==> config.mk <==
export PLATFORM = sky130hd
export DESIGN_NAME = magic_crc16_frame_record_parser_flat
export DESIGN_NICKNAME = d
export VERILOG_FILES = /design/src/sv/mcfrp_pkg.sv /design/src/sv/mcfrp_if.sv /design/src/sv/magic_crc16_frame_record_parser.sv /design/src/sv/mcfrp_deframer.sv /design/src/sv/mcfrp_record_reader.sv /design/src/flat_wrapper.sv
export SDC_FILE = /design/constraint.sdc
export NUM_CORES = 1
export LEC_CHECK = 0
export BUFFER_PORTS_ARGS = -buffer_cell sky130_fd_sc_hd__buf_2
export CORE_MARGIN = 5
export CORE_UTILIZATION = 60
export CTS_CLUSTER_SIZE = 40
export DETAILED_ROUTE_END_ITERATION = 7
export PLACE_DENSITY_LB_ADDON = 0.15
export SKIP_CTS_REPAIR_TIMING = 1
export SYNTH_ARGS = -nofsm -noshare
export SYNTH_HDL_FRONTEND = slang
export SYNTH_SLANG_ARGS = --single-unit
==> constraint.sdc <==
create_clock -name i_clk -period 8.9 [get_ports i_clk]
set_clock_uncertainty 0.05 [all_clocks]
set_input_delay 1.78 -clock i_clk [delete_from_list [all_inputs] [get_ports i_clk]]
set_output_delay 1.78 -clock i_clk [all_outputs]
set_load 0.05 [all_outputs]
==> src/sv/mcfrp_pkg.sv <==
package mcfrp_pkg;

    localparam int CHANNELS    = 14;
    localparam int REC_BYTES   = 10;
    localparam int REC_BITS    = REC_BYTES * 8;
    localparam int PAYLOAD_LEN = CHANNELS * REC_BYTES;
    localparam int ADDR_W      = $clog2(PAYLOAD_LEN);
    localparam int CH_W        = (CHANNELS > 1) ? $clog2(CHANNELS) : 1;
    localparam int CNT_W       = $clog2(REC_BYTES + 1);

    localparam logic [ADDR_W-1:0] LAST_ADDR = ADDR_W'(PAYLOAD_LEN - 1);
    localparam logic [CH_W-1:0]   LAST_CH   = CH_W'(CHANNELS - 1);
    localparam logic [CNT_W-1:0]  REC_CNT   = CNT_W'(REC_BYTES);
    localparam logic [CNT_W-1:0]  REC_LAST  = CNT_W'(REC_BYTES - 1);

    localparam logic [7:0]  HDR_FIRST = 8'hAA;
    localparam logic [7:0]  HDR_SECOND = 8'h55;
    localparam logic [15:0] CRC_INIT  = 16'hFFFF;
    localparam logic [15:0] CRC_POLY  = 16'h1021;

    typedef enum logic [1:0] {
        PH_HUNT,
        PH_PAYLOAD,
        PH_CRC_LO,
        PH_CRC_HI
    } t_phase;

    typedef enum logic [1:0] {
        RD_IDLE,
        RD_FETCH,
        RD_SEND
    } t_rd_state;

    typedef struct packed {
        logic              en;
        logic [ADDR_W-1:0] addr;
        logic [7:0]        data;
    } t_wr_port;

    typedef struct packed {
        logic valid;
        logic ok;
    } t_frame_cmd;

endpackage

==> src/sv/mcfrp_if.sv <==
interface mcfrp_byte_if;
    logic       valid;
    logic       ready;
    logic [7:0] rx_byte;

    modport source (output valid, output rx_byte, input ready);
    modport sink (input valid, input rx_byte, output ready);
endinterface

interface mcfrp_rec_if;
    logic              valid;
    logic              ready;
    logic [3:0]        channel;
    logic signed [31:0] position_count;
    logic signed [31:0] velocity_raw;
    logic [7:0]        status_bits;
    logic [3:0]        illegal_count;
    logic [3:0]        reject_count;
    logic              frame_ok;
    logic              last_record;

    modport source (
        output valid, output channel, output position_count, output velocity_raw,
        output status_bits, output illegal_count, output reject_count,
        output frame_ok, output last_record, input ready
    );
    modport sink (
        input valid, input channel, input position_count, input velocity_raw,
        input status_bits, input illegal_count, input reject_count,
        input frame_ok, input last_record, output ready
    );
endinterface

==> src/sv/magic_crc16_frame_record_parser.sv <==
// Fixed-length frame deframer with CRC-16/CCITT-FALSE check.
// i_byte: received bytes, one per transfer. The block hunts for the header
// AA 55, stores the payload in a byte memory (one write, one read port), then
// takes the CRC (low byte first).
// o_rec: results. A good frame gives one record per channel in wire order,
// the last one flagged; a bad CRC gives one failure result (all fields zero,
// last_record set) and hunting resumes with the two CRC bytes as window.
// Each byte takes one cycle while i_byte.ready is high. After the CRC high
// byte, ready stays low until every result has been taken: each record
// fetches its 10 bytes through the one memory read port, then waits for the
// output handshake; a failure result is shown the cycle after the byte.
// A stalled o_rec holds its record and keeps i_byte.ready low.
// Reset (i_rst_n low, synchronous) returns to hunting with an empty window
// and drops any pending results; the payload memory is not cleared.
module magic_crc16_frame_record_parser (
    input  logic        i_clk,
    input  logic        i_rst_n,
    mcfrp_byte_if.sink  i_byte,
    mcfrp_rec_if.source o_rec
);
    import mcfrp_pkg::*;

    t_wr_port   w_wr;
    t_frame_cmd w_cmd;
    logic       w_rd_busy;

    mcfrp_deframer u_deframer (
        .i_clk     (i_clk),
        .i_rst_n   (i_rst_n),
        .i_byte    (i_byte),
        .i_rd_busy (w_rd_busy),
        .o_wr      (w_wr),
        .o_cmd     (w_cmd)
    );

    mcfrp_record_reader u_reader (
        .i_clk   (i_clk),
        .i_rst_n (i_rst_n),
        .i_wr    (w_wr),
        .i_cmd   (w_cmd),
        .o_busy  (w_rd_busy),
        .o_rec   (o_rec)
    );

endmodule

==> src/sv/mcfrp_deframer.sv <==
module mcfrp_deframer (
    input  logic                  i_clk,
    input  logic                  i_rst_n,
    mcfrp_byte_if.sink            i_byte,
    input  logic                  i_rd_busy,
    output mcfrp_pkg::t_wr_port   o_wr,
    output mcfrp_pkg::t_frame_cmd o_cmd
);
    import mcfrp_pkg::*;

    function automatic logic [15:0] crc_feed(input logic [15:0] crc, input logic [7:0] b);
        logic [15:0] c;
        c = crc ^ {b, 8'h00};
        for (int k = 0; k < 8; k++) begin
            c = c[15] ? ({c[14:0], 1'b0} ^ CRC_POLY) : {c[14:0], 1'b0};
        end
        return c;
    endfunction

    t_phase            r_phase, n_phase;
    logic [7:0]        r_prev, n_prev;
    logic [ADDR_W-1:0] r_pos, n_pos;
    logic [15:0]       r_crc, n_crc;
    logic [7:0]        r_crc_lo, n_crc_lo;
    logic              w_xfer;
    logic [7:0]        w_b;

    assign i_byte.ready = !i_rd_busy;
    assign w_xfer = i_byte.valid && !i_rd_busy;
    assign w_b = i_byte.rx_byte;

    always_ff @(posedge i_clk) begin
        if (!i_rst_n) begin
            r_phase  <= PH_HUNT;
            r_prev   <= '0;
            r_pos    <= '0;
            r_crc    <= CRC_INIT;
            r_crc_lo <= '0;
        end else begin
            r_phase  <= n_phase;
            r_prev   <= n_prev;
            r_pos    <= n_pos;
            r_crc    <= n_crc;
            r_crc_lo <= n_crc_lo;
        end
    end

    always_comb begin
        n_phase  = r_phase;
        n_prev   = r_prev;
        n_pos    = r_pos;
        n_crc    = r_crc;
        n_crc_lo = r_crc_lo;
        o_wr     = '0;
        o_cmd    = '0;
        if (w_xfer) begin
            unique case (r_phase)
                PH_HUNT: begin
                    if (r_prev == HDR_FIRST && w_b == HDR_SECOND) begin
                        n_phase = PH_PAYLOAD;
                        n_pos   = '0;
                        n_crc   = CRC_INIT;
                    end
                    n_prev = w_b;
                end
                PH_PAYLOAD: begin
                    o_wr.en   = 1'b1;
                    o_wr.addr = r_pos;
                    o_wr.data = w_b;
                    n_crc     = crc_feed(r_crc, w_b);
                    n_pos     = r_pos + 1'b1;
                    if (r_pos == LAST_ADDR) begin
                        n_phase = PH_CRC_LO;
                    end
                end
                PH_CRC_LO: begin
                    n_crc_lo = w_b;
                    n_phase  = PH_CRC_HI;
                end
                PH_CRC_HI: begin
                    o_cmd.valid = 1'b1;
                    if ({w_b, r_crc_lo} == r_crc) begin
                        o_cmd.ok = 1'b1;
                        n_phase  = PH_HUNT;
                        n_prev   = '0;
                    end else begin
                        n_prev = w_b;
                        // header sitting in the CRC bytes restarts the payload
                        if (r_crc_lo == HDR_FIRST && w_b == HDR_SECOND) begin
                            n_phase = PH_PAYLOAD;
                            n_pos   = '0;
                            n_crc   = CRC_INIT;
                        end else begin
                            n_phase = PH_HUNT;
                        end
                    end
                end
                default: n_phase = PH_HUNT;
            endcase
        end
    end

endmodule

==> src/sv/mcfrp_record_reader.sv <==
module mcfrp_record_reader (
    input  logic                  i_clk,
    input  logic                  i_rst_n,
    input  mcfrp_pkg::t_wr_port   i_wr,
    input  mcfrp_pkg::t_frame_cmd i_cmd,
    output logic                  o_busy,
    mcfrp_rec_if.source           o_rec
);
    import mcfrp_pkg::*;

    logic [7:0]          r_mem [PAYLOAD_LEN];
    logic [7:0]          r_rd_data;
    logic [REC_BITS-1:0] r_asm;

    t_rd_state         r_state, n_state;
    logic [CH_W-1:0]   r_rec, n_rec;
    logic [CNT_W-1:0]  r_issue, n_issue;
    logic [CNT_W-1:0]  r_got, n_got;
    logic [ADDR_W-1:0] r_rd_addr, n_rd_addr;
    logic              r_ok, n_ok;
    logic              r_rd_vld;
    logic              w_rd_en;
    logic              w_last;

    always_ff @(posedge i_clk) begin
        if (i_wr.en) begin
            r_mem[i_wr.addr] <= i_wr.data;
        end
        if (w_rd_en) begin
            r_rd_data <= r_mem[r_rd_addr];
        end
        if (r_rd_vld) begin
            r_asm <= {r_rd_data, r_asm[REC_BITS-1:8]};
        end
    end

    always_ff @(posedge i_clk) begin
        if (!i_rst_n) begin
            r_state   <= RD_IDLE;
            r_rec     <= '0;
            r_issue   <= '0;
            r_got     <= '0;
            r_rd_addr <= '0;
            r_ok      <= 1'b0;
            r_rd_vld  <= 1'b0;
        end else begin
            r_state   <= n_state;
            r_rec     <= n_rec;
            r_issue   <= n_issue;
            r_got     <= n_got;
            r_rd_addr <= n_rd_addr;
            r_ok      <= n_ok;
            r_rd_vld  <= w_rd_en;
        end
    end

    assign w_last = !r_ok || (r_rec == LAST_CH);

    always_comb begin
        n_state   = r_state;
        n_rec     = r_rec;
        n_issue   = r_issue;
        n_got     = r_got;
        n_rd_addr = r_rd_addr;
        n_ok      = r_ok;
        w_rd_en   = 1'b0;
        unique case (r_state)
            RD_IDLE: begin
                if (i_cmd.valid) begin
                    n_rec     = '0;
                    n_issue   = '0;
                    n_got     = '0;
                    n_rd_addr = '0;
                    n_ok      = i_cmd.ok;
                    n_state   = i_cmd.ok ? RD_FETCH : RD_SEND;
                end
            end
            RD_FETCH: begin
                if (r_issue != REC_CNT) begin
                    w_rd_en   = 1'b1;
                    n_rd_addr = r_rd_addr + 1'b1;
                    n_issue   = r_issue + 1'b1;
                end
                if (r_rd_vld) begin
                    n_got = r_got + 1'b1;
                    if (r_got == REC_LAST) begin
                        n_state = RD_SEND;
                    end
                end
            end
            RD_SEND: begin
                if (o_rec.ready) begin
                    if (w_last) begin
                        n_state = RD_IDLE;
                    end else begin
                        n_rec   = r_rec + 1'b1;
                        n_issue = '0;
                        n_got   = '0;
                        n_state = RD_FETCH;
                    end
                end
            end
            default: n_state = RD_IDLE;
        endcase
    end

    assign o_busy               = (r_state != RD_IDLE);
    assign o_rec.valid          = (r_state == RD_SEND);
    assign o_rec.channel        = r_ok ? 4'(r_rec) : 4'd0;
    assign o_rec.position_count = r_ok ? signed'(r_asm[31:0]) : 32'sd0;
    assign o_rec.velocity_raw   = r_ok ? signed'(r_asm[63:32]) : 32'sd0;
    assign o_rec.status_bits    = r_ok ? r_asm[71:64] : 8'd0;
    assign o_rec.illegal_count  = r_ok ? r_asm[79:76] : 4'd0;
    assign o_rec.reject_count   = r_ok ? r_asm[75:72] : 4'd0;
    assign o_rec.frame_ok       = r_ok;
    assign o_rec.last_record    = w_last;

endmodule

==> src/flat_wrapper.sv <==
// flat-port wrapper written by rule: the top's interface ports become plain ports
module magic_crc16_frame_record_parser_flat import mcfrp_pkg::*;
  (i_clk, i_rst_n, i_byte_valid, i_byte_rx_byte, i_byte_ready, o_rec_valid, o_rec_channel, o_rec_position_count, o_rec_velocity_raw, o_rec_status_bits, o_rec_illegal_count, o_rec_reject_count, o_rec_frame_ok, o_rec_last_record, o_rec_ready);
  mcfrp_byte_if i_byte_i ();
  mcfrp_rec_if o_rec_i ();
  input  logic i_clk;
  input  logic i_rst_n;
  input wire logic [$bits(i_byte_i.valid)-1:0] i_byte_valid;
  input wire logic [$bits(i_byte_i.rx_byte)-1:0] i_byte_rx_byte;
  output wire logic [$bits(i_byte_i.ready)-1:0] i_byte_ready;
  output wire logic [$bits(o_rec_i.valid)-1:0] o_rec_valid;
  output wire logic [$bits(o_rec_i.channel)-1:0] o_rec_channel;
  output wire logic [$bits(o_rec_i.position_count)-1:0] o_rec_position_count;
  output wire logic [$bits(o_rec_i.velocity_raw)-1:0] o_rec_velocity_raw;
  output wire logic [$bits(o_rec_i.status_bits)-1:0] o_rec_status_bits;
  output wire logic [$bits(o_rec_i.illegal_count)-1:0] o_rec_illegal_count;
  output wire logic [$bits(o_rec_i.reject_count)-1:0] o_rec_reject_count;
  output wire logic [$bits(o_rec_i.frame_ok)-1:0] o_rec_frame_ok;
  output wire logic [$bits(o_rec_i.last_record)-1:0] o_rec_last_record;
  input wire logic [$bits(o_rec_i.ready)-1:0] o_rec_ready;
  assign i_byte_i.valid = i_byte_valid;
  assign i_byte_i.rx_byte = i_byte_rx_byte;
  assign i_byte_ready = i_byte_i.ready;
  assign o_rec_valid = o_rec_i.valid;
  assign o_rec_channel = o_rec_i.channel;
  assign o_rec_position_count = o_rec_i.position_count;
  assign o_rec_velocity_raw = o_rec_i.velocity_raw;
  assign o_rec_status_bits = o_rec_i.status_bits;
  assign o_rec_illegal_count = o_rec_i.illegal_count;
  assign o_rec_reject_count = o_rec_i.reject_count;
  assign o_rec_frame_ok = o_rec_i.frame_ok;
  assign o_rec_last_record = o_rec_i.last_record;
  assign o_rec_i.ready = o_rec_ready;
  magic_crc16_frame_record_parser u_core (.i_clk(i_clk), .i_rst_n(i_rst_n), .i_byte(i_byte_i), .o_rec(o_rec_i));
endmodule
==> flow_summary.json <==
{
  "antenna_found_initial": 2,
  "drv_slew": 0,
  "hpwl_mm": 74.8,
  "report.power.total_w": 0.0118,
  "wl_mm": 123,
  "critPathTopFamily": "simple AND/OR/NAND/NOR gates",
  "hold_viol": 0,
  "synth-xor-area-share": 0.00803,
  "finalSetupTns_ns": 0,
  "num_antenna_cells": 0,
  "cp_cell_sequence": "buf_2, and2_1, nand2_1, nor3b_1, nand3_1, nor2_1",
  "slowest_delay_ns": 0.89,
  "die-area_um2": 90300,
  "path_buf_inv": 1,
  "clock.fmax_ghz": 0.198,
  "gp_congestion": 0.915,
  "grt_use_total": 0.271,
  "cts_buffer_depth": 3,
  "final_nets": 2874,
  "synth_top_area_share": 0.716,
  "ys_types": 70,
  "syn_to_final_growth_pct": 10.9,
  "dr.pass1.iters": 6,
  "cap_violations": 0,
  "vias": 26780,
  "cts_root_buf": "clkbuf_16",
  "rsz0062_at_grt": "no",
  "row_count": 106,
  "ant_nets": 0,
  "yosysMostFrequentCell": "edfxtp_1",
  "post_drt_via_cell_ratio": 6.56,
  "io_pins": 100,
  "p_int_w": 0.00954,
  "power_density_nw_per_um2": 210,
  "cts.clk_slew.worst_paths_ns": 0.06,
  "clock_latency_ns": 0.71,
  "drc": 0,
  "synth_ff_type": "edfxtp_1",
  "tightest_slew_ns": 1.26,
  "final_core_util": 0.671,
  "portBuffers": 99,
  "grt_pass1_vias": 26279,
  "clock-sinks": 1274,
  "p_sw_frac": 0.191,
  "fin_crit_ns": 5.06,
  "hp-class": "reg2reg",
  "switching_power_w": 0.00226,
  "critPathRequiredTime_ns": 9.19,
  "crit_type": "in2reg",
  "clockPowerShare": 0.450,
  "syn-num-nets": 2779,
  "drt_iter0_markers": 3505,
  "synth_area_leader_cell": "edfxtp_1",
  "seqCellArea_um2": 37600,
  "relSlewSlack": 0.159,
  "ys_top_cells_by_count": "1,208 x edfxtp_1, 205 x nor2_1, 203 x mux4_2",
  "setup_viol": 0,
  "core_area_um2": 83700,
  "fillCellCount": 5376,
  "seq_area_frac_synth": 0.742,
  "ys_warn_count": 0,
  "yosys-top-cells-area": "edfxtp_1 72%, mux4_2 9.0%, mux2i_1 3.7%",
  "min_period_over_period": 0.569,
  "peakVddDrop_mv": 0.195,
  "cts_max_level": 3,
  "synth-seq-cells": 1274,
  "muxShareOfSynthArea": 0.137,
  "grt_first_pass_wirelength_mm": 180,
  "power_leakage_nw": 18.8,
  "synth_fa_ha_area_frac": 0.00321,
  "crit_arrival_ns": 5.35,
  "combPwrFrac": 0.003,
  "floorplan.initialDensity": 0.605,
  "grt_max_degree": 122,
  "synth_area_per_cell_um2": 18.4,
  "synthesis.area_um2": 50600,
  "setup_slack_ns": 3.84,
  "cts_made_buffers": 121,
  "status": "finished, final reports clean",
  "die_x_um": 301,
  "async_reset_ff_frac": 0,
  "cp-end-kind": "register",
  "routedWlPerCell_um": 30.2,
  "slowest_stage": "nand3_1",
  "synth-compound-area-share": 0.0391,
  "multi_input_area_um2": 12200,
  "overflow": 0,
  "synth-simple-area-share": 0.0521,
  "critPathMaxFanout": 16,
  "p_seq_frac": 0.547,
  "place_ws_ns": 3.21,
  "post_route_cells_drive_above_1_share": 0.202,
  "synth_top_family_by_area": "multiplexers",
  "cts_tree": "done",
  "die_y_um": 301,
  "cp-start-kind": "primary input",
  "synth-edff-count": 1208,
  "syn_inst": 2754
}
[cells by family after synthesis]
group           count (synthesis)
compound gates                280
xor+xnor                       43
fa+ha+maj                      13
buf+inv                       175
flops                        1274
mux                           426
simple gates                  543
[layout by cell type (no fill, tap or decap), drive strengths merged, types with 14 or more instances in the layout]
cell type,Yosys,layout
o22ai,34,34
mux2i,186,186
o21ai,37,37
clkbuf,69,134
inv,13,19
xnor2,34,34
nor2b,26,26
clkinvlp,0,17
nand3,16,16
and2,92,92
mux2,32,32
nor2,208,208
bufinv,0,18
edfxtp,1208,1208
nor3,23,23
a211oi,46,46
buf,93,134
clkinv,0,48
and3,14,14
a22oi,25,25
a21oi,51,51
dfxtp,66,66
nand2,108,108
mux4,208,208
[layer usage]
layer,track usage,part of all wire,vias to the layer above,wire length [um]
met3,0.0631,0.11,253,13100
li1,-,-,11203,-
met5,0,0.00015,-,19
met1,0.399,0.40,13705,49100
met2,0.412,0.46,1615,56300
met4,0.0895,0.037,4,4530
[metrics by stage]
stage	area, um2	hold slack (ns)	instances
floorplan	50600	0.350	2754
global placement	52000	0.354	3860
detailed placement	52000	0.355	3860
CTS	56200	0.368	4083
global route	56200	0.372	4083
finish	56200	0.369	4083
[registers in the layout, summed over array words and instances (netlist names)]
| register | cells |
|---|---|
| u_core.u_reader.r_mem | 1120 |
| u_core.u_reader.r_asm | 80 |
| u_core.u_deframer.r_crc | 16 |
| u_core.u_deframer.r_crc_lo | 8 |
| u_core.u_deframer.r_pos | 8 |
| u_core.u_deframer.r_prev | 8 |
| u_core.u_reader.r_rd_addr | 8 |
| u_core.u_reader.r_rd_data | 8 |
| u_core.u_reader.r_got | 4 |
| u_core.u_reader.r_issue | 4 |
| u_core.u_reader.r_rec | 4 |
| u_core.u_deframer.r_phase | 2 |
| u_core.u_reader.r_state | 2 |
| u_core.u_reader.o_rec.frame_ok | 1 |
| u_core.u_reader.r_rd_vld | 1 |
[final cells by class]
cell class / count / area share
tap: 1134 / 0.0253
clock inverter: 89 / 0.0177
clock buffer: 134 / 0.0559
sequential: 1274 / 0.670
timing repair buffer: 134 / 0.0139
multi-input combinational: 1305 / 0.216
inverter: 13 / 0.000869
[path summary, 6_finish.rpt]
| kind | from | end | slack [ns] | cells after the start |
|---|---|---|---|---|
| max reg2reg | u_core.u_reader.r_state[1]$_SDFFE_PN0P_ | u_core.u_reader.r_mem[121][6]$_DFFE_PP_ | 4.43 | 6 |
| min reg2reg | u_core.u_reader.r_rd_data[6]$_DFFE_PP_ | u_core.u_reader.r_asm[78]$_DFFE_PP_ | 0.37 | 0 |
| min | u_core.u_reader.r_rd_data[6]$_DFFE_PP_ | u_core.u_reader.r_asm[78]$_DFFE_PP_ | 0.37 | 0 |
| max | i_byte_valid | u_core.u_reader.r_mem[121][6]$_DFFE_PP_ | 3.84 | 6 |
[power by group through the flow]
stage	clock network [W]	logic, W	registers, W
2_1_floorplan	0	0.0000213	0.00659
3_3_place_gp	0	0.0000319	0.00659
3_5_place_dp	0	0.0000319	0.00659
4_1_cts	0.00537	0.0000321	0.00646
5_1_grt	0.00563	0.0000349	0.00645
6_report	0.00531	0.0000327	0.00646
No activity file was read; power rests on OpenSTA's default activity.
